[src/dfhe_pkg.sv]
package dfhe_pkg;

  // Token function codes
  typedef enum logic [1:0] {
    FUNC_LITERAL = 2'd0,
    FUNC_MATCH   = 2'd1,
    FUNC_BEGIN   = 2'd2,
    FUNC_FLUSH   = 2'd3
  } func_t;

  // Kind of work handed from front to back
  typedef enum logic [1:0] {
    KIND_DATA  = 2'd0,
    KIND_BAD   = 2'd1,
    KIND_FLUSH = 2'd2
  } kind_t;

  localparam int CODE_BITS  = 31;  // widest code group of one token
  localparam int CODE_NBITS = 6;
  localparam int ACC_BITS   = 38;  // seven carry bits plus one code group

  // One queued token: LSB-first bit group ready for packing
  typedef struct packed {
    kind_t                   kind;
    logic [CODE_BITS-1:0]    bits;
    logic [CODE_NBITS-1:0]   nbits;
  } entry_t;

  // Fixed Huffman code bases
  localparam logic [7:0] LIT_LO_CODE  = 8'h30;
  localparam logic [8:0] LIT_HI_CODE  = 9'h190;
  localparam logic [7:0] LIT_HI_FIRST = 8'd144;
  localparam logic [7:0] LEN_HI_CODE  = 8'hc0;
  localparam logic [4:0] LEN_HI_FIRST = 5'd23;  // length index of symbol 280

  // Begin-block header: BFINAL = 1, BTYPE = 01, LSB first
  localparam logic [2:0] HDR_BITS  = 3'b011;
  localparam logic [3:0] HDR_NBITS = 4'd3;
  localparam logic [5:0] EOB_NBITS = 6'd7;

  localparam logic [8:0] LEN_MIN  = 9'd3;
  localparam logic [8:0] LEN_MAX  = 9'd258;
  localparam logic [15:0] DST_MAX = 16'd32768;

  localparam logic [8:0] LEN_BASE [29] = '{
    9'd3, 9'd4, 9'd5, 9'd6, 9'd7, 9'd8, 9'd9, 9'd10, 9'd11, 9'd13, 9'd15, 9'd17,
    9'd19, 9'd23, 9'd27, 9'd31, 9'd35, 9'd43, 9'd51, 9'd59, 9'd67, 9'd83, 9'd99,
    9'd115, 9'd131, 9'd163, 9'd195, 9'd227, 9'd258};
  localparam logic [2:0] LEN_XBITS [29] = '{
    3'd0, 3'd0, 3'd0, 3'd0, 3'd0, 3'd0, 3'd0, 3'd0, 3'd1, 3'd1, 3'd1, 3'd1,
    3'd2, 3'd2, 3'd2, 3'd2, 3'd3, 3'd3, 3'd3, 3'd3, 3'd4, 3'd4, 3'd4, 3'd4,
    3'd5, 3'd5, 3'd5, 3'd5, 3'd0};
  localparam logic [14:0] DST_BASE [30] = '{
    15'd1, 15'd2, 15'd3, 15'd4, 15'd5, 15'd7, 15'd9, 15'd13, 15'd17, 15'd25,
    15'd33, 15'd49, 15'd65, 15'd97, 15'd129, 15'd193, 15'd257, 15'd385, 15'd513,
    15'd769, 15'd1025, 15'd1537, 15'd2049, 15'd3073, 15'd4097, 15'd6145,
    15'd8193, 15'd12289, 15'd16385, 15'd24577};
  localparam logic [3:0] DST_XBITS [30] = '{
    4'd0, 4'd0, 4'd0, 4'd0, 4'd1, 4'd1, 4'd2, 4'd2, 4'd3, 4'd3, 4'd4, 4'd4,
    4'd5, 4'd5, 4'd6, 4'd6, 4'd7, 4'd7, 4'd8, 4'd8, 4'd9, 4'd9, 4'd10, 4'd10,
    4'd11, 4'd11, 4'd12, 4'd12, 4'd13, 4'd13};

  // Highest length code whose base does not exceed len
  function automatic logic [4:0] len_index(input logic [8:0] len);
    logic [4:0] idx;
    idx = '0;
    for (int k = 0; k < 29; k++) begin
      if (len >= LEN_BASE[k]) idx = 5'(k);
    end
    return idx;
  endfunction

  // Highest distance code whose base does not exceed the distance
  function automatic logic [4:0] dist_index(input logic [15:0] distance);
    logic [4:0] idx;
    idx = '0;
    for (int k = 0; k < 30; k++) begin
      if (distance >= {1'b0, DST_BASE[k]}) idx = 5'(k);
    end
    return idx;
  endfunction

  function automatic logic [4:0] rev5(input logic [4:0] x);
    logic [4:0] r;
    for (int i = 0; i < 5; i++) r[i] = x[4-i];
    return r;
  endfunction

  function automatic logic [6:0] rev7(input logic [6:0] x);
    logic [6:0] r;
    for (int i = 0; i < 7; i++) r[i] = x[6-i];
    return r;
  endfunction

  function automatic logic [7:0] rev8(input logic [7:0] x);
    logic [7:0] r;
    for (int i = 0; i < 8; i++) r[i] = x[7-i];
    return r;
  endfunction

  function automatic logic [8:0] rev9(input logic [8:0] x);
    logic [8:0] r;
    for (int i = 0; i < 9; i++) r[i] = x[8-i];
    return r;
  endfunction

endpackage

[src/dfhe_token_if.sv]
interface dfhe_token_if;
  logic        valid;
  logic        ready;
  logic [1:0]  func;
  logic [7:0]  literal_byte;
  logic [8:0]  match_length;
  logic [15:0] match_distance;

  modport source (
    output valid, func, literal_byte, match_length, match_distance,
    input  ready
  );
  modport sink (
    input  valid, func, literal_byte, match_length, match_distance,
    output ready
  );
endinterface

[src/dfhe_byte_if.sv]
interface dfhe_byte_if;
  logic       valid;
  logic       ready;
  logic [7:0] out_byte;
  logic       last;
  logic       bad_input;

  modport source (
    output valid, out_byte, last, bad_input,
    input  ready
  );
  modport sink (
    input  valid, out_byte, last, bad_input,
    output ready
  );
endinterface

[src/dfhe_queue.sv]
module dfhe_queue (
  input  logic              clk,
  input  logic              rst,
  input  dfhe_pkg::entry_t  wr_data,
  input  logic              wr_valid,
  output logic              wr_ready,
  output dfhe_pkg::entry_t  rd_data,
  output logic              rd_valid,
  input  logic              rd_ready
);

  dfhe_pkg::entry_t slots [2];
  logic       wptr;
  logic       rptr;
  logic [1:0] count;
  logic       push;
  logic       pop;

  assign wr_ready = (count != 2'd2);
  assign rd_valid = (count != 2'd0);
  assign rd_data  = slots[rptr];
  assign push     = wr_valid && wr_ready;
  assign pop      = rd_valid && rd_ready;

  // Store incoming entry
  always_ff @(posedge clk) begin
    if (push) slots[wptr] <= wr_data;
  end

  // Advance pointers and occupancy
  always_ff @(posedge clk) begin
    if (rst) begin
      wptr  <= 1'b0;
      rptr  <= 1'b0;
      count <= 2'd0;
    end else begin
      if (push) wptr <= ~wptr;
      if (pop)  rptr <= ~rptr;
      case ({push, pop})
        2'b10:   count <= count + 2'd1;
        2'b01:   count <= count - 2'd1;
        default: count <= count;
      endcase
    end
  end

endmodule

[src/dfhe_front.sv]
module dfhe_front (
  input  logic              clk,
  input  logic              rst,
  dfhe_token_if.sink        tokens,
  output dfhe_pkg::entry_t  q_data,
  output logic              q_valid,
  input  logic              q_ready
);

  // Decode stage register
  logic                  a_valid;
  dfhe_pkg::kind_t       a_kind;
  logic [8:0]            a_sym;
  logic [3:0]            a_sym_len;
  logic [4:0]            a_lx;
  logic [2:0]            a_lx_len;
  logic [4:0]            a_dc;
  logic [2:0]            a_dc_len;
  logic [12:0]           a_dx;
  logic [3:0]            a_dx_len;

  // Decode results for the offered token
  dfhe_pkg::kind_t       d_kind;
  logic [8:0]            d_sym;
  logic [3:0]            d_sym_len;
  logic [4:0]            d_lx;
  logic [2:0]            d_lx_len;
  logic [4:0]            d_dc;
  logic [2:0]            d_dc_len;
  logic [12:0]           d_dx;
  logic [3:0]            d_dx_len;
  logic [4:0]            li;
  logic [4:0]            di;
  logic [8:0]            len_diff;
  logic [15:0]           dst_diff;
  logic                  bad;
  logic                  accept;

  // Assembly offsets
  logic [4:0]            off1;
  logic [4:0]            off2;
  logic [4:0]            off3;

  assign tokens.ready = !a_valid || q_ready;
  assign accept       = tokens.valid && tokens.ready;

  // Classify the token and look up its codes
  always_comb begin
    li       = dfhe_pkg::len_index(tokens.match_length);
    di       = dfhe_pkg::dist_index(tokens.match_distance);
    len_diff = tokens.match_length - dfhe_pkg::LEN_BASE[li];
    dst_diff = tokens.match_distance - {1'b0, dfhe_pkg::DST_BASE[di]};
    bad      = (tokens.match_length < dfhe_pkg::LEN_MIN)
            || (tokens.match_length > dfhe_pkg::LEN_MAX)
            || (tokens.match_distance == 16'd0)
            || (tokens.match_distance > dfhe_pkg::DST_MAX);

    d_kind    = dfhe_pkg::KIND_DATA;
    d_sym     = '0;
    d_sym_len = '0;
    d_lx      = '0;
    d_lx_len  = '0;
    d_dc      = '0;
    d_dc_len  = '0;
    d_dx      = '0;
    d_dx_len  = '0;

    case (dfhe_pkg::func_t'(tokens.func))
      dfhe_pkg::FUNC_LITERAL: begin
        if (tokens.literal_byte < dfhe_pkg::LIT_HI_FIRST) begin
          d_sym     = {1'b0, dfhe_pkg::rev8(dfhe_pkg::LIT_LO_CODE + tokens.literal_byte)};
          d_sym_len = 4'd8;
        end else begin
          d_sym     = dfhe_pkg::rev9(dfhe_pkg::LIT_HI_CODE + {1'b0, tokens.literal_byte}
                                     - {1'b0, dfhe_pkg::LIT_HI_FIRST});
          d_sym_len = 4'd9;
        end
      end
      dfhe_pkg::FUNC_MATCH: begin
        if (bad) begin
          d_kind = dfhe_pkg::KIND_BAD;
        end else begin
          if (li < dfhe_pkg::LEN_HI_FIRST) begin
            d_sym     = {2'b00, dfhe_pkg::rev7({2'b00, li} + 7'd1)};
            d_sym_len = 4'd7;
          end else begin
            d_sym     = {1'b0, dfhe_pkg::rev8(dfhe_pkg::LEN_HI_CODE + {3'b000, li}
                                              - {3'b000, dfhe_pkg::LEN_HI_FIRST})};
            d_sym_len = 4'd8;
          end
          d_lx     = len_diff[4:0];
          d_lx_len = dfhe_pkg::LEN_XBITS[li];
          d_dc     = dfhe_pkg::rev5(di);
          d_dc_len = 3'd5;
          d_dx     = dst_diff[12:0];
          d_dx_len = dfhe_pkg::DST_XBITS[di];
        end
      end
      dfhe_pkg::FUNC_BEGIN: begin
        d_sym     = {6'd0, dfhe_pkg::HDR_BITS};
        d_sym_len = dfhe_pkg::HDR_NBITS;
      end
      default: begin
        d_kind = dfhe_pkg::KIND_FLUSH;
      end
    endcase
  end

  // Hold decoded token until the queue takes it
  always_ff @(posedge clk) begin
    if (rst) begin
      a_valid <= 1'b0;
    end else if (accept) begin
      a_valid <= 1'b1;
    end else if (q_ready) begin
      a_valid <= 1'b0;
    end
  end

  always_ff @(posedge clk) begin
    if (accept) begin
      a_kind    <= d_kind;
      a_sym     <= d_sym;
      a_sym_len <= d_sym_len;
      a_lx      <= d_lx;
      a_lx_len  <= d_lx_len;
      a_dc      <= d_dc;
      a_dc_len  <= d_dc_len;
      a_dx      <= d_dx;
      a_dx_len  <= d_dx_len;
    end
  end

  // Concatenate code fields into one LSB-first group
  always_comb begin
    off1 = {1'b0, a_sym_len};
    off2 = off1 + {2'b00, a_lx_len};
    off3 = off2 + {2'b00, a_dc_len};

    q_data.kind  = a_kind;
    q_data.bits  = dfhe_pkg::CODE_BITS'(a_sym)
                 | (dfhe_pkg::CODE_BITS'(a_lx) << off1)
                 | (dfhe_pkg::CODE_BITS'(a_dc) << off2)
                 | (dfhe_pkg::CODE_BITS'(a_dx) << off3);
    q_data.nbits = {1'b0, off3} + {2'b00, a_dx_len};
  end

  assign q_valid = a_valid;

endmodule

[src/dfhe_back.sv]
module dfhe_back (
  input  logic              clk,
  input  logic              rst,
  input  dfhe_pkg::entry_t  q_data,
  input  logic              q_valid,
  output logic              q_ready,
  dfhe_byte_if.source       stream
);

  // Bit accumulator: pending bits, oldest in bit 0
  logic [dfhe_pkg::ACC_BITS-1:0]   acc;
  logic [dfhe_pkg::ACC_BITS-1:0]   acc_next;
  logic [dfhe_pkg::CODE_NBITS-1:0] cnt;
  logic [dfhe_pkg::CODE_NBITS-1:0] cnt_next;
  logic                            flush_pend;
  logic                            flush_pend_next;

  // Output register
  logic                            out_valid;
  logic [7:0]                      out_byte;
  logic                            out_last;
  logic                            out_bad;

  logic                            out_free;
  logic                            emit;
  logic [7:0]                      e_byte;
  logic                            e_last;
  logic                            e_bad;
  logic [dfhe_pkg::ACC_BITS-1:0]   merged;
  logic [dfhe_pkg::CODE_NBITS-1:0] merged_n;
  logic [dfhe_pkg::CODE_NBITS-1:0] flush_n;

  assign out_free = !out_valid || stream.ready;

  // Merge, drain and flush
  always_comb begin
    merged   = acc | ({7'd0, q_data.bits} << cnt[2:0]);
    merged_n = cnt + q_data.nbits;
    flush_n  = cnt + dfhe_pkg::EOB_NBITS;

    acc_next        = acc;
    cnt_next        = cnt;
    flush_pend_next = flush_pend;
    q_ready         = 1'b0;
    emit            = 1'b0;
    e_byte          = acc[7:0];
    e_last          = 1'b0;
    e_bad           = 1'b0;

    if (out_free) begin
      if (flush_pend) begin
        emit = 1'b1;
        if (cnt <= 6'd8) begin
          e_last          = 1'b1;
          acc_next        = '0;
          cnt_next        = '0;
          flush_pend_next = 1'b0;
        end else begin
          acc_next = acc >> 8;
          cnt_next = cnt - 6'd8;
        end
      end else if (cnt >= 6'd8) begin
        emit     = 1'b1;
        acc_next = acc >> 8;
        cnt_next = cnt - 6'd8;
      end else if (q_valid) begin
        q_ready = 1'b1;
        case (q_data.kind)
          dfhe_pkg::KIND_BAD: begin
            emit   = 1'b1;
            e_byte = 8'd0;
            e_bad  = 1'b1;
          end
          dfhe_pkg::KIND_FLUSH: begin
            // end-of-block code is seven zero bits
            emit = 1'b1;
            if (flush_n <= 6'd8) begin
              e_last   = 1'b1;
              acc_next = '0;
              cnt_next = '0;
            end else begin
              acc_next        = acc >> 8;
              cnt_next        = flush_n - 6'd8;
              flush_pend_next = 1'b1;
            end
          end
          default: begin
            if (merged_n >= 6'd8) begin
              emit     = 1'b1;
              e_byte   = merged[7:0];
              acc_next = merged >> 8;
              cnt_next = merged_n - 6'd8;
            end else begin
              acc_next = merged;
              cnt_next = merged_n;
            end
          end
        endcase
      end
    end
  end

  // Update packer state
  always_ff @(posedge clk) begin
    if (rst) begin
      acc        <= '0;
      cnt        <= '0;
      flush_pend <= 1'b0;
    end else begin
      acc        <= acc_next;
      cnt        <= cnt_next;
      flush_pend <= flush_pend_next;
    end
  end

  // Hold result until taken
  always_ff @(posedge clk) begin
    if (rst) begin
      out_valid <= 1'b0;
    end else if (emit) begin
      out_valid <= 1'b1;
    end else if (stream.ready) begin
      out_valid <= 1'b0;
    end
  end

  always_ff @(posedge clk) begin
    if (emit) begin
      out_byte <= e_byte;
      out_last <= e_last;
      out_bad  <= e_bad;
    end
  end

  assign stream.valid     = out_valid;
  assign stream.out_byte  = out_byte;
  assign stream.last      = out_last;
  assign stream.bad_input = out_bad;

endmodule

[src/deflate_fixed_huffman_encoder_core.sv]
// Tokens enter at one per cycle, while the two-entry queue has room, into that queue; the packer
// then sends one byte per cycle on the output port while the port is ready, and takes the next
// token only when fewer than eight bits are left in its carry.
// Reset (synchronous, rst high) empties the decode register, queue and output register and
// clears the bit carry, its count and any pending flush.
module deflate_fixed_huffman_encoder_core (
  input  logic        clk,
  input  logic        rst,
  dfhe_token_if.sink  tokens,
  dfhe_byte_if.source stream
);

  dfhe_pkg::entry_t fq_data;
  logic             fq_valid;
  logic             fq_ready;
  dfhe_pkg::entry_t qb_data;
  logic             qb_valid;
  logic             qb_ready;

  dfhe_front u_front (
    .clk     (clk),
    .rst     (rst),
    .tokens  (tokens),
    .q_data  (fq_data),
    .q_valid (fq_valid),
    .q_ready (fq_ready)
  );

  dfhe_queue u_queue (
    .clk      (clk),
    .rst      (rst),
    .wr_data  (fq_data),
    .wr_valid (fq_valid),
    .wr_ready (fq_ready),
    .rd_data  (qb_data),
    .rd_valid (qb_valid),
    .rd_ready (qb_ready)
  );

  dfhe_back u_back (
    .clk     (clk),
    .rst     (rst),
    .q_data  (qb_data),
    .q_valid (qb_valid),
    .q_ready (qb_ready),
    .stream  (stream)
  );

endmodule
[src/flat_wrapper.sv]
// flat-port wrapper written by rule: the top's interface ports become plain ports
module deflate_fixed_huffman_encoder_core_flat 
  (clk, rst, tokens_valid, tokens_func, tokens_literal_byte, tokens_match_length, tokens_match_distance, tokens_ready, stream_valid, stream_out_byte, stream_last, stream_bad_input, stream_ready);
  dfhe_token_if tokens_i ();
  dfhe_byte_if stream_i ();
  input  logic clk;
  input  logic rst;
  input wire logic [$bits(tokens_i.valid)-1:0] tokens_valid;
  input wire logic [$bits(tokens_i.func)-1:0] tokens_func;
  input wire logic [$bits(tokens_i.literal_byte)-1:0] tokens_literal_byte;
  input wire logic [$bits(tokens_i.match_length)-1:0] tokens_match_length;
  input wire logic [$bits(tokens_i.match_distance)-1:0] tokens_match_distance;
  output wire logic [$bits(tokens_i.ready)-1:0] tokens_ready;
  output wire logic [$bits(stream_i.valid)-1:0] stream_valid;
  output wire logic [$bits(stream_i.out_byte)-1:0] stream_out_byte;
  output wire logic [$bits(stream_i.last)-1:0] stream_last;
  output wire logic [$bits(stream_i.bad_input)-1:0] stream_bad_input;
  input wire logic [$bits(stream_i.ready)-1:0] stream_ready;
  assign tokens_i.valid = tokens_valid;
  assign tokens_i.func = tokens_func;
  assign tokens_i.literal_byte = tokens_literal_byte;
  assign tokens_i.match_length = tokens_match_length;
  assign tokens_i.match_distance = tokens_match_distance;
  assign tokens_ready = tokens_i.ready;
  assign stream_valid = stream_i.valid;
  assign stream_out_byte = stream_i.out_byte;
  assign stream_last = stream_i.last;
  assign stream_bad_input = stream_i.bad_input;
  assign stream_i.ready = stream_ready;
  deflate_fixed_huffman_encoder_core u_core (.clk(clk), .rst(rst), .tokens(tokens_i), .stream(stream_i));
endmodule
[config.mk]
export PLATFORM = sky130hd
export DESIGN_NAME = deflate_fixed_huffman_encoder_core_flat
export DESIGN_NICKNAME = d
export VERILOG_FILES = /design/src/dfhe_pkg.sv /design/src/dfhe_token_if.sv /design/src/dfhe_byte_if.sv /design/src/dfhe_queue.sv /design/src/dfhe_front.sv /design/src/dfhe_back.sv /design/src/deflate_fixed_huffman_encoder_core.sv /design/src/flat_wrapper.sv
export SDC_FILE = /design/constraint.sdc
export NUM_CORES = 1
export LEC_CHECK = 0
export ABC_AREA = 0
export BUFFER_PORTS_ARGS = -buffer_cell sky130_fd_sc_hd__buf_4
export CAP_MARGIN = 25
export CORE_ASPECT_RATIO = 0.9
export CORE_UTILIZATION = 50
export DETAILED_ROUTE_END_ITERATION = 12
export PLACE_DENSITY = 0.67
export SLEW_MARGIN = 10
export SYNTH_ARGS = -nofsm -noshare
export SYNTH_HDL_FRONTEND = slang
export SYNTH_SLANG_ARGS = --single-unit
[constraint.sdc]
create_clock -name clk -period 9.5 [get_ports clk]
set_clock_uncertainty 0.15 [all_clocks]
set_input_delay 2.85 -clock clk [delete_from_list [all_inputs] [get_ports clk]]
set_output_delay 2.85 -clock clk [all_outputs]
set_load 0.05 [all_outputs]
Word-level counts from Yosys, hierarchy flattened
Memory sizes are Yosys's and may differ from the RTL's. A register that Yosys moved wholly into a read port is not among the register bits.
Index checks and enable logic that the tools add are counted.
{"block": "word_totals", "regBits": 102, "latchBits": 0, "ram_bits": 78, "romBits": 992, "out_inout_bits": 12, "mem_count": 5}
{"name": "(no name shown)", "depth": 32, "word_bits": 15, "read_ports": 1, "rd_clocked_by_memory_dff": 0, "wr": 0, "line": "dfhe_front.sv:52", "text": "dst_diff = tokens.match_distance - {1'b0, dfhe_pkg::DST_BASE[di]};"}
{"name": "(no name shown)", "depth": 32, "word_bits": 9, "read_ports": 1, "rd_clocked_by_memory_dff": 0, "wr": 0, "line": "dfhe_front.sv:51", "text": "len_diff = tokens.match_length - dfhe_pkg::LEN_BASE[li];"}
{"name": "(no name shown)", "depth": 32, "word_bits": 4, "read_ports": 1, "rd_clocked_by_memory_dff": 1, "wr": 0, "line": "dfhe_front.sv:96", "text": "d_dx_len = dfhe_pkg::DST_XBITS[di];"}
{"name": "(no name shown)", "depth": 32, "word_bits": 3, "read_ports": 1, "rd_clocked_by_memory_dff": 1, "wr": 0, "line": "dfhe_front.sv:92", "text": "d_lx_len = dfhe_pkg::LEN_XBITS[li];"}
{"name": "u_core.u_queue.slots", "depth": 2, "word_bits": 39, "read_ports": 1, "rd_clocked_by_memory_dff": 1, "wr": 1, "line": "dfhe_queue.sv:12", "text": "dfhe_pkg::entry_t slots [2];"}
{"block": "op_classes", "addsub": 18, "mul": 0, "div": 0, "n_lt_le_gt_ge": 68, "n_eq_ne": 8, "shift": 4, "mux": 124, "bitwise": 11, "n_reduce_logical": 22}
{"operator": "2-to-1 mux 5 bit", "count": 57}
{"operator": "2-to-1 mux 38 bit", "count": 4}
{"operator": "one-hot mux 38 bit (2 select lines)", "count": 1}
{"operator": "bitwise OR 31 bit", "count": 2}
{"operator": "2-to-1 mux 30 bit", "count": 2}
{"operator": "2-to-1 mux 8 bit", "count": 7}
{"operator": ">= comparator 9 x 4 -> 1 bit (second input constant)", "count": 6}
{"operator": ">= comparator 16 x 3 -> 1 bit (second input constant)", "count": 3}
{"operator": ">= comparator 9 x 5 -> 1 bit (second input constant)", "count": 5}
{"operator": "bitwise OR 38 bit", "count": 1}
{"operator": "<< shifter 31 x 3 -> 38 bit", "count": 1}
{"operator": ">= comparator 9 x 3 -> 1 bit (second input constant)", "count": 4}
{"operator": ">= comparator 9 x 6 -> 1 bit (second input constant)", "count": 4}
{"operator": ">= comparator 9 x 7 -> 1 bit (second input constant)", "count": 4}
{"operator": ">= comparator 9 x 8 -> 1 bit (second input constant)", "count": 4}
{"operator": "2-to-1 mux 6 bit", "count": 6}
{"operator": "2-to-1 mux 1 bit", "count": 35}
{"operator": ">= comparator 16 x 10 -> 1 bit (second input constant)", "count": 2}
{"operator": ">= comparator 16 x 11 -> 1 bit (second input constant)", "count": 2}
{"operator": ">= comparator 16 x 12 -> 1 bit (second input constant)", "count": 2}
{"operator": ">= comparator 16 x 13 -> 1 bit (second input constant)", "count": 2}
{"operator": ">= comparator 16 x 14 -> 1 bit (second input constant)", "count": 2}
{"operator": ">= comparator 16 x 15 -> 1 bit (second input constant)", "count": 2}
{"operator": ">= comparator 16 x 2 -> 1 bit (second input constant)", "count": 2}
{"operator": "60 further kinds", "count": 95}

Depth between registers and ports, before layout
{"block": "logic_depth", "ltp_word": 35, "mapped_depth": 21, "mapped_depth_nobuf": 18}

Cells and area by module
From an unflattened synthesis, not the netlist that was laid out.
{"block": "unflattened", "cells_unflattened": 1525, "hier_area_um2": 14106.0}
{"module": "dfhe_front", "n_inst": 1, "cells_per_inst": 805, "area_each_um2": 6251.0, "seq_area_each_um2": 1401.3}
{"module": "dfhe_back", "n_inst": 1, "cells_per_inst": 575, "area_each_um2": 4828.4, "seq_area_each_um2": 1221.2}
{"module": "dfhe_queue", "n_inst": 1, "cells_per_inst": 145, "area_each_um2": 3026.7, "seq_area_each_um2": 2442.3}

Worst setup path before layout
Ideal clock, no wire load.
{"block": "synth_timing", "path_kind": "input-to-reg", "from": "input port tokens_match_distance[1]", "to": "register u_core.u_front.a_dx[12], data pin", "setup_time_ns": 0.266, "arrival_ns": 7.373, "t_required_ns": 9.084, "slack_ns": 1.711, "stages": 21, "cell_sequence": "buf_6 -> or4_4 -> buf_6 -> or3_4 -> buf_6 -> a22o_1 -> a211oi_2 -> o211ai_2 -> nand2_1 -> inv_1 -> ha_1 -> a21oi_1 -> o21ai_0 -> fa_1 -> a21o_1 -> a21o_1 -> a2111oi_0 -> o31ai_1 -> o41ai_1 -> xnor2_1 -> nor2_1"}
{"block": "synth_between", "word_cells_on_any_way": 68, "classes_between": "add/sub (1); order compare (30); mux (31); bitwise (1); reduce/logical (4); memory (1)"}
{"item": "from (decl)", "line": "flat_wrapper.sv:12", "text": "input wire logic [$bits(tokens_i.match_distance)-1:0] tokens_match_distance;"}
{"item": ">= comparator 16 x 2 -> 1 bit", "line": "dfhe_pkg.sv:78", "text": "if (distance >= {1'b0, DST_BASE[k]}) idx = 5'(k);"}
{"item": "2-to-1 mux 5 bit (27 in series)", "line": "dfhe_pkg.sv:78"}
{"item": "2-to-1 mux 5 bit *", "line": "dfhe_pkg.sv:78"}
{"item": "named net u_core.u_front.di[1]", "line": "dfhe_front.sv:33", "text": "logic [4:0] di;"}
{"item": "NOT 5 -> 6 bit (implied by the code) *", "line": "dfhe_front.sv:52"}
{"item": "memory read (32 x 15 bit) *"}
{"item": "2-to-1 mux 13 bit (implied by the code) * (2 in series)", "line": "dfhe_front.sv:52"}
{"item": "subtractor 13 bit *", "line": "dfhe_front.sv:52"}
{"item": "to (signal assigned)", "line": "dfhe_front.sv:129", "text": "a_dx <= d_dx;"}
{"item": "to (decl)", "line": "dfhe_front.sv:19", "text": "logic [12:0] a_dx;"}
The timed path passes the listed nets; every way through them passes the cells marked *. The select of a mux whose other input is x is not followed.
A chain may end at the register's enable or synchronous reset.

Worst setup path after layout
{"block": "layout_timing", "from": "input port tokens_match_distance[9]", "to": "register u_core.u_front.a_dx[12], data pin"}
{"block": "layout_between", "elab_chain_len": 35, "word_cells_on_any_way": 68, "classes_between": "add/sub (1); order compare (30); mux (31); bitwise (1); reduce/logical (4); memory (1)"}
{"item": ">= comparator 16 x 2 -> 1 bit", "line": "dfhe_pkg.sv:78"}
{"item": "2-to-1 mux 1 bit", "line": "dfhe_pkg.sv:78"}
{"item": "2-to-1 mux 5 bit (27 in series)", "line": "dfhe_pkg.sv:78"}
{"item": "2-to-1 mux 5 bit *", "line": "dfhe_pkg.sv:78"}
{"item": "named net u_core.u_front.di[0]", "line": "dfhe_front.sv:33"}
{"item": "NOT 5 -> 6 bit (implied by the code) *", "line": "dfhe_front.sv:52"}
{"item": "memory read (32 x 15 bit) *"}
{"item": "2-to-1 mux 13 bit (implied by the code) * (2 in series)", "line": "dfhe_front.sv:52"}
{"item": "subtractor 13 bit *", "line": "dfhe_front.sv:52"}
Marks and branches as above.

==> impl_metrics.tcl <==
set metrics [dict create \
    synth_fp_nets 1596 \
    period_minus_slack_ns 8.05 \
    cts_buffer_depth 2 \
    first_iter_violations 1047 \
    synth_enable_flop_cells 134 \
    fin_crit_sh_pct 84.8 \
    cap_violations 0 \
    syn-cell-area_mm2 0.0138 \
    clk_pin_slew_ns 0.08 \
    place.detailed.hpwl_mm 25.6 \
    grt_pass1_wl_mm 57.0 \
    setup_viol 0 \
    cp-end-kind "flop" \
    dieArea_mm2 0.0284 \
    syn2layout_area_growth_pct 8.24 \
    cts_hold_buffers 0 \
    tns_ns 0 \
    initial_core_util_pct 51.1 \
    setup.worst_path.start "tokens_match_distance[9]" \
    fin_nets 1577 \
    critPathKind "in2reg" \
    rsz0062_at_grt "no" \
    postCtsResizedCells 0 \
    ant_nets 0 \
    numCtsBuffers 17 \
    overflow 0 \
    r2r_slack_ns 4.40 \
    power_mw 4.24 \
    crit_end "u_core.u_front.a_dx[12]" \
    synth-seq-cells 186 \
    die_height_um 160 \
    path_max_fanout 13 \
    core_area_mm2 0.0271 \
    drc 0 \
    tightestPinTransition_ns 1.00 \
    final.setup.worst_slack_ns 1.45 \
    maxSlewViolCount 0 \
    h-tree-depth 4 \
    post-cts-setup-buffers 0 \
    place_ws_ns 1.05 \
    power_density_mw_per_mm2 283 \
    grt_pass1_vias 10800 \
    use_met3_pct 3.55 \
    peakVddDrop_v 0.000148 \
    syn_avg_cell_area_um2 9.26 \
    r2r_cells 11 \
    antenna_cells 0 \
    synthFlopType "edfxtp_1" \
    wirelength_mm 35.2 \
    root_buffer "clkbuf_16" \
    busiest_layer "met2" \
    io_pins 51 \
    netlist_instances 1495 \
    vias_per_cell 6.27 \
    timing.final.hold_violations 0 \
    clkLatencyLatePin_ns 0.45 \
    fp.dieW_um 177 \
    clock-sinks 186 \
    worstPathArrival_ns 8.10 \
    worstHoldPathType "reg2reg" \
    grt_max_degree 53 \
    synthDistinctLibCells 91 \
    cts_tree "yes" \
    grt_util_met2_pct 40.3 \
    reg2reg_from "u_core.u_front.a_sym_len[0]" \
    drive_gt1_share_pct 12.4 \
    yosysSeqAreaShare_pct 36.6 \
    gr-usage-met1_pct 35.9 \
    crit_required_ns 9.54 \
    crit_path_start_kind "primary input" \
    ys_warn_count 0 \
    ys_async_sr_fraction_pct 0 \
    wl_per_cell_um 19.1 \
    rows 57 \
    slew_headroom_pct 32.9 \
    port_buffers 50 \
    p_leak_nw 5.68 \
    dr.pass1.iters 6 \
    fmax_mhz 124 \
    grt_usage_pct 25.2 \
    place.gp.congestion 0.939 \
    r2r-end "u_core.u_queue.slots[1][5]" \
    status "completed" \
    num_vias 11600 \
    antenna_found_initial 0 \
]
-- layout by cell type (no fill, tap or decap), types with 6 or more instances in the layout --
cell,Yosys,layout
a2111oi_0,7,7
o31ai_1,10,10
nand2b_1,20,20
o21a_1,14,14
ha_1,57,57
xnor2_1,24,24
and3_1,8,8
o221ai_1,11,11
a211oi_1,23,23
nand2_1,169,168
inv_1,38,38
mux2i_1,86,86
mux2_2,15,15
clkbuf_16,0,17
a31oi_1,10,10
and2_1,13,12
buf_4,0,63
edfxtp_1,134,134
dfxtp_1,52,51
nor2b_1,14,14
a21oi_1,117,116
a221oi_1,28,28
nand3_1,24,24
or3_1,12,12
a21o_1,20,20
a22oi_1,6,6
o21ai_0,76,76
xor2_1,15,15
or2_2,11,11
o22ai_1,13,13
nor4_1,7,7
nor3_1,53,53
nor2_1,150,148
nor3b_1,11,11
mux4_2,35,35
o211ai_1,17,17
-- area by class of cell --
cell class                      count  area, µm²
Fill cell                        2450      12100
Multi-Input combinational cell   1164       8200
Sequential cell                   186       5070
Timing Repair Buffer               65        513
Inverter                           42        158
Clock buffer                       17        425
Tap cell                          354        443
Clock inverter                     15        178
-- cell families after synthesis --
family	after synthesis	share of synthesized area, %
xor+xnor	40	2.63
flops	186	36.6
compound gates	407	19.7
fa+ha+maj	64	6.03
mux	137	13.2
simple gates	516	17.5
buf+inv	145	4.29
-- worst max-delay path: stages --
cell and delay [ns]:
buf_4 0.16, nor4_1 0.76, nand3_1 0.32, a21o_1 0.27, or2_2 0.34, o31ai_2 0.40
inv_1 0.09, ha_1 0.28, a21oi_1 0.11, o21ai_0 0.19, fa_1 0.49, a21o_1 0.18
a21o_1 0.22, a2111oi_0 0.66, o31ai_1 0.23, o41ai_1 0.35, xnor2_1 0.16, nor2_1 0.05
-- registers in the layout (all words and copies together) (netlist names), named ones only --
name	cells
u_core.u_queue.slots	78
u_core.u_back.acc	38
u_core.u_front.a_dx	13
u_core.u_front.a_sym	9
u_core.u_back.stream.out_byte	8
u_core.u_back.cnt	6
u_core.u_front.a_dc	5
u_core.u_front.a_lx	5
u_core.u_front.a_dx_len	4
u_core.u_front.a_sym_len	4
u_core.u_front.a_lx_len	3
u_core.u_front.a_kind	2
u_core.u_queue.count	2
u_core.u_back.flush_pend	1
u_core.u_back.stream.bad_input	1
u_core.u_back.stream.last	1
u_core.u_back.stream.valid	1
u_core.u_front.a_dc_len	1
u_core.u_front.q_valid	1
u_core.u_queue.rptr	1
u_core.u_queue.wptr	1
-- layer usage --
metal	share of wire, %	up-vias
li1	-	5591
met3	4.7	40
met5	0	-
met4	1.7	0
met1	47	5590
met2	47	342
-- cell usage after synthesis (14+ instances only) --
cell / n / area, µm²
clkbuf_1: 69 / 259
buf_1: 14 / 52.6
xnor2_1: 24 / 210
nor2_1: 150 / 563
nand2_1: 169 / 634
mux2i_1: 86 / 861
dfxtp_1: 52 / 1040
mux4_2: 35 / 788
edfxtp_1: 134 / 4020
ha_1: 57 / 713
a211oi_1: 23 / 173
mux2_2: 15 / 169
o21a_1: 14 / 105
nand2b_1: 20 / 125
a21o_1: 20 / 150
nand3_1: 24 / 120
xor2_1: 15 / 131
buf_2: 16 / 80.1
nor3_1: 53 / 265
a221oi_1: 28 / 245
o211ai_1: 17 / 128
a21oi_1: 117 / 586
o21ai_0: 76 / 380
inv_1: 38 / 143
nor2b_1: 14 / 87.6
-- stage by stage --
stage	instances	hold WS, ns	util (%)	instance area, µm²
2_1_floorplan	1495	0.271	-	13800
3_3_place_gp	1808	0.279	52.9	14300
3_5_place_dp	1810	0.307	53.0	14400
4_1_cts	1842	0.328	55.2	15000
5_1_grt	1843	0.355	55.3	15000
6_report	1843	0.316	55.3	15000
-- worst min path at each step --
stage,start,to,slack [ns],cells after the start
floorplan,u_core.u_front.a_kind[0],u_core.u_queue.slots[0][37],0.27,0
global placement,u_core.u_front.a_kind[1],u_core.u_queue.slots[0][38],0.28,0
detailed placement,u_core.u_front.a_kind[1],u_core.u_queue.slots[1][38],0.31,0
CTS,u_core.u_front.a_kind[1],u_core.u_queue.slots[1][38],0.33,0
global route,u_core.u_front.a_kind[1],u_core.u_queue.slots[1][38],0.35,0
finish,u_core.u_front.a_kind[1],u_core.u_queue.slots[1][38],0.32,0
-- where the power goes --
part           switching (mW)  internal [mW]  total [mW]
Clock                   0.363          0.359       0.722
Combinational            1.43          0.896        2.33
Sequential              0.115           1.07        1.19
Note: power is estimated with default switching activity, not from simulation.
